==> src/rtl/core/epd_pkg.sv <==
// ----------------------------------------------------------------------------
// Echo presence detector package
// Shared widths, codes, reset values and types for the detector core.
// ----------------------------------------------------------------------------
package epd_pkg;

	localparam int LIMIT_W    = 24;
	localparam int SAMPLES_W  = 8;
	localparam int PRES_W     = 3;
	localparam int CFG_IDX_W  = 2;
	localparam int CFG_DATA_W = LIMIT_W;

	localparam int WIDTH_BITS_DEF = 24;
	localparam int RUN_BITS_DEF   = 8;

	localparam logic [CFG_IDX_W-1:0] CFG_NEAR_LIMIT = 2'd0;
	localparam logic [CFG_IDX_W-1:0] CFG_LEAVE      = 2'd1;
	localparam logic [CFG_IDX_W-1:0] CFG_ARRIVE     = 2'd2;

	localparam logic [LIMIT_W-1:0]   NEAR_LIMIT_RST = 24'd67060;
	localparam logic [SAMPLES_W-1:0] LEAVE_RST      = 8'd20;
	localparam logic [SAMPLES_W-1:0] ARRIVE_RST     = 8'd5;

	localparam logic [PRES_W-1:0] PRES_INIT     = 3'd0;
	localparam logic [PRES_W-1:0] PRES_HERE     = 3'd1;
	localparam logic [PRES_W-1:0] PRES_AWAY     = 3'd2;
	localparam logic [PRES_W-1:0] PRES_LEAVING  = 3'd3;
	localparam logic [PRES_W-1:0] PRES_ARRIVING = 3'd4;

	typedef struct packed {
		logic [LIMIT_W-1:0]   near_limit;
		logic [SAMPLES_W-1:0] leave_samples;
		logic [SAMPLES_W-1:0] arrive_samples;
	} cfg_t;

	typedef struct packed {
		logic done;
		logic far;
	} meas_t;

endpackage

==> src/rtl/core/epd_cfg_regs.sv <==
// ----------------------------------------------------------------------------
// Echo presence detector configuration registers
// Holds the near limit and the two sample counts, written by index.
// ----------------------------------------------------------------------------
module epd_cfg_regs (
	input  logic                          clk,
	input  logic                          arst_n,
	input  logic                          wr_en,
	input  logic [epd_pkg::CFG_IDX_W-1:0]  wr_index,
	input  logic [epd_pkg::CFG_DATA_W-1:0] wr_data,
	output epd_pkg::cfg_t                 cfg
);
	import epd_pkg::*;

	cfg_t cfg_q;

	always_ff @(posedge clk or negedge arst_n) begin
		if (!arst_n) begin
			cfg_q.near_limit     <= NEAR_LIMIT_RST;
			cfg_q.leave_samples  <= LEAVE_RST;
			cfg_q.arrive_samples <= ARRIVE_RST;
		end else if (wr_en) begin
			case (wr_index)
				CFG_NEAR_LIMIT: begin
					cfg_q.near_limit <= wr_data[LIMIT_W-1:0];
				end
				CFG_LEAVE: begin
					cfg_q.leave_samples <= wr_data[SAMPLES_W-1:0];
				end
				CFG_ARRIVE: begin
					cfg_q.arrive_samples <= wr_data[SAMPLES_W-1:0];
				end
				default: begin
				end
			endcase
		end
	end

	assign cfg = cfg_q;

endmodule

==> src/rtl/core/epd_width_meter.sv <==
// ----------------------------------------------------------------------------
// Echo presence detector width meter
// Counts echo-high ticks with saturation and classifies each pulse on its
// falling edge as near or far against the configured limit.
// ----------------------------------------------------------------------------
module epd_width_meter #(
	parameter int WIDTH_BITS = epd_pkg::WIDTH_BITS_DEF
) (
	input  logic                           clk,
	input  logic                           arst_n,
	input  logic                           step,
	input  logic                           level,
	input  logic [epd_pkg::LIMIT_W-1:0]    near_limit,
	output epd_pkg::meas_t                 meas
);
	import epd_pkg::*;

	localparam int CMP_W = (WIDTH_BITS > LIMIT_W) ? WIDTH_BITS : LIMIT_W;
	localparam logic [WIDTH_BITS-1:0] WIDTH_MAX = {WIDTH_BITS{1'b1}};

	logic                  echo_prev_q;
	logic [WIDTH_BITS-1:0] width_count_q;
	logic [CMP_W-1:0]      count_ext;
	logic [CMP_W-1:0]      limit_ext;
	logic                  fall;

	assign count_ext = CMP_W'(width_count_q);
	assign limit_ext = CMP_W'(near_limit);
	assign fall      = !level && echo_prev_q;

	assign meas.done = fall;
	assign meas.far  = fall && (count_ext >= limit_ext);

	always_ff @(posedge clk or negedge arst_n) begin
		if (!arst_n) begin
			echo_prev_q   <= 1'b0;
			width_count_q <= '0;
		end else if (step) begin
			echo_prev_q <= level;
			if (level) begin
				if (width_count_q != WIDTH_MAX) begin
					width_count_q <= width_count_q + WIDTH_BITS'(1);
				end
			end else if (echo_prev_q) begin
				width_count_q <= '0;
			end
		end
	end

endmodule

==> src/rtl/core/epd_presence_fsm.sv <==
// ----------------------------------------------------------------------------
// Echo presence detector presence machine
// Five-state presence tracker qualified by runs of far and near measurements.
// ----------------------------------------------------------------------------
module epd_presence_fsm #(
	parameter int RUN_BITS = epd_pkg::RUN_BITS_DEF
) (
	input  logic                         clk,
	input  logic                         arst_n,
	input  logic                         step,
	input  epd_pkg::meas_t               meas,
	input  epd_pkg::cfg_t                cfg,
	output logic [epd_pkg::PRES_W-1:0]   presence_next,
	output logic                         toggle
);
	import epd_pkg::*;

	localparam int RCMP_W = (RUN_BITS > SAMPLES_W) ? RUN_BITS : SAMPLES_W;
	localparam logic [RUN_BITS-1:0] RUN_MAX = {RUN_BITS{1'b1}};

	typedef enum logic [PRES_W-1:0] {
		ST_INIT     = PRES_INIT,
		ST_HERE     = PRES_HERE,
		ST_AWAY     = PRES_AWAY,
		ST_LEAVING  = PRES_LEAVING,
		ST_ARRIVING = PRES_ARRIVING
	} state_t;

	state_t              state_q;
	state_t              state_d;
	logic [RUN_BITS-1:0] far_run_q;
	logic [RUN_BITS-1:0] near_run_q;
	logic [RUN_BITS-1:0] far_run_d;
	logic [RUN_BITS-1:0] near_run_d;
	logic [RUN_BITS-1:0] far_inc;
	logic [RUN_BITS-1:0] near_inc;
	logic                far_hit;
	logic                near_hit;
	logic                toggle_d;

	assign far_inc  = (far_run_q != RUN_MAX) ? far_run_q + RUN_BITS'(1) : far_run_q;
	assign near_inc = (near_run_q != RUN_MAX) ? near_run_q + RUN_BITS'(1) : near_run_q;
	assign far_hit  = RCMP_W'(far_inc) >= RCMP_W'(cfg.leave_samples);
	assign near_hit = RCMP_W'(near_inc) >= RCMP_W'(cfg.arrive_samples);

	always_comb begin
		state_d    = state_q;
		far_run_d  = far_run_q;
		near_run_d = near_run_q;
		toggle_d   = 1'b0;
		if (meas.done) begin
			case (state_q)
				ST_HERE: begin
					if (meas.far) begin
						state_d = ST_LEAVING;
					end
				end
				ST_AWAY: begin
					if (!meas.far) begin
						state_d = ST_ARRIVING;
					end
				end
				ST_LEAVING: begin
					if (meas.far) begin
						if (far_hit) begin
							state_d   = ST_AWAY;
							far_run_d = '0;
							toggle_d  = 1'b1;
						end else begin
							far_run_d = far_inc;
						end
					end else begin
						state_d   = ST_HERE;
						far_run_d = '0;
					end
				end
				ST_ARRIVING: begin
					if (meas.far) begin
						state_d    = ST_AWAY;
						near_run_d = '0;
					end else if (near_hit) begin
						state_d    = ST_HERE;
						near_run_d = '0;
						toggle_d   = 1'b1;
					end else begin
						near_run_d = near_inc;
					end
				end
				default: begin
					state_d = ST_HERE;
				end
			endcase
		end
	end

	always_ff @(posedge clk or negedge arst_n) begin
		if (!arst_n) begin
			state_q    <= ST_INIT;
			far_run_q  <= '0;
			near_run_q <= '0;
		end else if (step) begin
			state_q    <= state_d;
			far_run_q  <= far_run_d;
			near_run_q <= near_run_d;
		end
	end

	assign presence_next = state_d;
	assign toggle        = toggle_d;

endmodule

==> src/rtl/core/echo_presence_detector_core.sv <==
// ----------------------------------------------------------------------------
// Echo presence detector core
// Measures ultrasonic echo pulse widths one tick per transaction and tracks
// presence of a target in front of the sensor.
// ----------------------------------------------------------------------------
//
//  Channel  Direction  Handshake                 Payload
//  in       input      in_valid / in_stall       echo_level
//  out      output     out_valid / out_stall     presence_state, measure_done,
//                                                measured_far, toggle_pulse
//  cfg      input      cfg_valid / cfg_ready     cfg_index, cfg_data
//
// One transaction is taken per cycle while in_stall is low.
// The path runs from the input register through the width compare and the
// presence machine into the result register.
// Reset clears the width counter, the run counters and the presence state,
// and loads the register defaults.
// A stalled output holds the pipeline; the input register still takes a
// transaction while it is empty.
module echo_presence_detector_core #(
	parameter int WIDTH_BITS = epd_pkg::WIDTH_BITS_DEF,
	parameter int RUN_BITS   = epd_pkg::RUN_BITS_DEF
) (
	input  logic                           clk,
	input  logic                           arst_n,
	input  logic                           in_valid,
	output logic                           in_stall,
	input  logic                           echo_level,
	output logic                           out_valid,
	input  logic                           out_stall,
	output logic [epd_pkg::PRES_W-1:0]     presence_state,
	output logic                           measure_done,
	output logic                           measured_far,
	output logic                           toggle_pulse,
	input  logic                           cfg_valid,
	output logic                           cfg_ready,
	input  logic [epd_pkg::CFG_IDX_W-1:0]  cfg_index,
	input  logic [epd_pkg::CFG_DATA_W-1:0] cfg_data
);
	import epd_pkg::*;

	cfg_t              cfg;
	meas_t             meas;
	logic              valid_s1;
	logic              echo_s1;
	logic              advance;
	logic              step;
	logic [PRES_W-1:0] presence_next;
	logic              toggle;
	logic              out_valid_q;
	logic [PRES_W-1:0] presence_q;
	logic              done_q;
	logic              far_q;
	logic              toggle_q;

	assign advance   = !out_valid_q || !out_stall;
	assign step      = valid_s1 && advance;
	assign in_stall  = valid_s1 && !advance;
	assign cfg_ready = 1'b1;

	epd_cfg_regs u_cfg (
		.clk      (clk),
		.arst_n   (arst_n),
		.wr_en    (cfg_valid && cfg_ready),
		.wr_index (cfg_index),
		.wr_data  (cfg_data),
		.cfg      (cfg)
	);

	always_ff @(posedge clk or negedge arst_n) begin
		if (!arst_n) begin
			valid_s1 <= 1'b0;
		end else if (!in_stall) begin
			valid_s1 <= in_valid;
		end
	end

	always_ff @(posedge clk) begin
		if (in_valid && !in_stall) begin
			echo_s1 <= echo_level;
		end
	end

	epd_width_meter #(
		.WIDTH_BITS (WIDTH_BITS)
	) u_meter (
		.clk        (clk),
		.arst_n     (arst_n),
		.step       (step),
		.level      (echo_s1),
		.near_limit (cfg.near_limit),
		.meas       (meas)
	);

	epd_presence_fsm #(
		.RUN_BITS (RUN_BITS)
	) u_fsm (
		.clk           (clk),
		.arst_n        (arst_n),
		.step          (step),
		.meas          (meas),
		.cfg           (cfg),
		.presence_next (presence_next),
		.toggle        (toggle)
	);

	always_ff @(posedge clk or negedge arst_n) begin
		if (!arst_n) begin
			out_valid_q <= 1'b0;
		end else if (advance) begin
			out_valid_q <= valid_s1;
		end
	end

	always_ff @(posedge clk) begin
		if (step) begin
			presence_q <= presence_next;
			done_q     <= meas.done;
			far_q      <= meas.far;
			toggle_q   <= toggle;
		end
	end

	assign out_valid      = out_valid_q;
	assign presence_state = presence_q;
	assign measure_done   = done_q;
	assign measured_far   = far_q;
	assign toggle_pulse   = toggle_q;

endmodule

==> config.mk <==
export PLATFORM = sky130hd
export DESIGN_NAME = echo_presence_detector_core
export DESIGN_NICKNAME = d
export VERILOG_FILES = /design/src/rtl/core/epd_pkg.sv /design/src/rtl/core/epd_cfg_regs.sv /design/src/rtl/core/epd_width_meter.sv /design/src/rtl/core/epd_presence_fsm.sv /design/src/rtl/core/echo_presence_detector_core.sv
export SDC_FILE = /design/constraint.sdc
export NUM_CORES = 1
export LEC_CHECK = 0
export CORE_MARGIN = 8
export CORE_UTILIZATION = 45
export CTS_CLUSTER_DIAMETER = 30
export DETAILED_ROUTE_END_ITERATION = 10
export DONT_BUFFER_PORTS = 1
export MAX_ROUTING_LAYER = met4
export PLACE_DENSITY_LB_ADDON = 0.12
export SLEW_MARGIN = 20
export SYNTH_ARGS = -nofsm -noshare
export SYNTH_HDL_FRONTEND = slang
export SYNTH_SLANG_ARGS = --single-unit
==> constraint.sdc <==
create_clock -name clk -period 5.87 [get_ports clk]
set_clock_uncertainty 0.2 [all_clocks]
set_input_delay 0 -clock clk [delete_from_list [all_inputs] [get_ports clk]]
set_output_delay 0 -clock clk [all_outputs]
set_load 0.01 [all_outputs]
==> impl_metrics.tcl <==
set metrics [dict create \
    die_height_um 125 \
    place_inst 686 \
    die_area_um2 15700 \
    rr_worst_depth 14 \
    globalplace.congestion 0.839 \
    finalHoldViolations 0 \
    grt_usage_pct 17.0 \
    tns_ns 0 \
    max_slew_margin_pct 38.0 \
    remaining_drc_errors 0 \
    required_ns 5.87 \
    yosysSeqAreaShare_pct 44.1 \
    drt-pass1-iter-count 4 \
    rows 40 \
    finalWirelength_um 12400 \
    vias_per_cell 5.47 \
    area_growth_pct 21.9 \
    startpoint "u_fsm.near_run_q[0]" \
    synth_cell_type_count 61 \
    worstHoldPathCells 2 \
    antenna_cells 0 \
    cp.depth 14 \
    power_uw 1780 \
    cts.htree.levels 3 \
    synth_edf_count 7 \
    clk_latency_ns 0.35 \
    first_iter_violations 238 \
    io_pins 41 \
    cp-start-kind "register" \
    grt_max_degree 87 \
    grt_pass1_wl_um 20900 \
    stdcell_count 778 \
    cts_root_buf "clkbuf_16" \
    wl_per_cell_um 16.0 \
    postCtsSetupBuffers 0 \
    cp_max_fo 7 \
    crit_slowest_cell "dfrtp_1" \
    grt_overflow 0 \
    rsz0062_at_grt "no" \
    num-fill-cells 1029 \
    r2r-start "u_fsm.near_run_q[0]" \
    max_freq_ghz 0.253 \
    status "completed" \
    synth_cells 553 \
    finalMaxSlewViolations 0 \
    setup_viol 0 \
    cts_max_path_buffers 2 \
    layout_common_cells "dlygate4sd3_1 (75), dfrtp_1 (74), nand2_1 (62)" \
    critPathMaxStageDelay_ns 0.45 \
    final_layout_size_suffix_gt1_share_pct 9.67 \
    clock-sinks 93 \
    synth_ff_type "dfrtp_1" \
    p_per_area_nw_per_um2 271 \
    synth_nets 628 \
    final_core_util_pct 55.3 \
    syn_area_um2 5390 \
    crit_chain "ha_1 > and2_0 > nand3_1 > nand4_1 > or2_2 > xor2_1 > inv_1 > ha_1 > a21o_1 > a21o_1 > a21o_1 > a211o_1 > or4_4 > o211ai_2" \
    antenna_found_initial 0 \
    p_leak_uw 0.00297 \
    ant_nets 0 \
    die_w_um 125 \
    hold_path.class "in2reg" \
    cts_made_buffers 9 \
    peakVddDrop_mv 0.124 \
    grt_pass1_vias 4301 \
    end_kind "register" \
    crit_arrival_ns 3.95 \
    final_net_count 701 \
    final_common_cell "dlygate4sd3_1" \
    clkSlewWorstSetupHoldPaths_ns 0.07 \
    dp_hpwl_um 8340 \
    post-route-min-period_ns 3.95 \
    syn_avg_cell_area_um2 9.74 \
    post_cts_resized 0 \
    dr_total_vias 4253 \
    cap_violations 0 \
    port_buffers 0 \
    min_period_over_period_pct 67.3 \
    criticalPathCategory "reg2reg" \
    start_util_pct 45.4 \
    critPathTopFamily "simple AND/OR/NAND/NOR gates" \
    core_um2 11900 \
    cts_tree "yes" \
    ys_ff_latch 93 \
    path_buf_inv 1 \
    async_flop_share_pct 92.5 \
    worst_pin_slew_ns 0.931 \
    cpMostUsedCell "a21o_1" \
    worstHoldStart "cfg_valid" \
    yosys_warnings 0 \
]
==> repair_timing <==
item / in CTS / in global routing
setup endpoints to repair: 0 / 0
hold buffers: 76 / 0
endpoints found under the hold margin: 145 / 0
==> path summary, 6_finish.rpt <==
| path | to | slack, ns |
|---|---|---|
| min in group asynchronous | u_fsm.far_run_q[7] | 0.03 |
| max in group asynchronous | u_cfg.cfg[32] | 5.06 |
| worst max-delay path | presence_state[2] | 1.92 |
| worst min-delay path | u_cfg.cfg[5] | 0.01 |
| worst min register to register | out_valid | 0.29 |
| worst max register to register | presence_state[2] | 1.92 |
==> synthesized netlist by cell type (all sizes together), types with 2 or more instances <==
| library cell | instances | area (µm²) |
|---|---|---|
| dfrtp | 74 | 1850 |
| nand2 | 63 | 239 |
| inv | 50 | 188 |
| o21ai | 46 | 230 |
| ha | 43 | 538 |
| nor2 | 28 | 105 |
| nand4 | 25 | 156 |
| nand3 | 23 | 120 |
| mux2 | 19 | 214 |
| a21oi | 17 | 88.8 |
| xor2 | 16 | 140 |
| dfstp | 12 | 315 |
| a21o | 11 | 82.6 |
| nand2b | 11 | 76.3 |
| clkbuf | 10 | 37.5 |
| xnor2 | 10 | 87.6 |
| and3 | 8 | 50.1 |
| and4 | 8 | 70.1 |
| and2 | 7 | 43.8 |
| edfxtp | 7 | 210 |
| a31oi | 6 | 43.8 |
| buf | 5 | 33.8 |
| a211o | 4 | 35.0 |
| a211oi | 4 | 30.0 |
| nor3b | 4 | 30.0 |
| o211ai | 4 | 35.0 |
| o31ai | 4 | 30.0 |
| a221o | 3 | 30.0 |
| nand3b | 3 | 22.5 |
| nor3 | 3 | 15.0 |
| o21a | 3 | 23.8 |
| or3 | 3 | 18.8 |
| nor2b | 2 | 12.5 |
| nor4 | 2 | 12.5 |
| o311ai | 2 | 25.0 |
| or4 | 2 | 18.8 |
==> registers in the layout, indices dropped and copies added, names as in the netlist, 3 cells and up <==
name,cells
presence_state,3
u_cfg.cfg,40
u_meter.count_ext,24
u_fsm.far_run_q,8
u_fsm.near_run_q,8
u_fsm.state_q,3
==> metrics by stage <==
stage	area [µm²]	worst slack (ns)	hold slack, ns
3_3_place_gp	5510	2.08	-0.492
3_5_place_dp	5510	1.98	-0.492
6_report	6570	1.92	0.0103
5_1_grt	6570	1.73	0.0351
2_1_floorplan	5390	2.24	-0.496
4_1_cts	6560	1.94	0.00216
==> cell families (layout without fill, tap and decap cells) <==
family	after synthesis	count (layout)	share of synthesized area, %
AO/OA/AOI/OAI	109	109	13.3
XOR/XNOR	26	26	4.23
adder cells (fa/ha/maj)	43	43	9.99
buffers and inverters	65	143	4.81
flip-flops	93	93	44.1
multiplexers	20	20	4.16
other	1	1	0.0696
AND/OR/NAND/NOR	196	196	19.3
==> metal layers <==
layer | vias up | GRT usage (%) | wire length (µm)
met1 | 2073 | 19.6 | 5630
met5 | - | - | 0
met4 | 0 | 7.74 | 278
met2 | 54 | 28.8 | 6260
li1 | 2108 | - | -
met3 | 18 | 2.59 | 255
==> cell type report <==
cell class                      instances  area (µm²)  area share, %
Sequential cell                        93        2380           36.2
Inverter                               50         188           2.86
Multi-Input combinational cell        395        2760           42.0
Clock buffer                           15         268           4.08
Timing Repair Buffer                   77         786           12.0
Tap cell                              147         184           2.80
Clock inverter                          1        5.00         0.0762
==> report_power, final <==
part           switching [µW]  internal, µW
clock                     238           311
sequential               74.7           744
combinational             209           202
(Power assumes the default switching activity.)
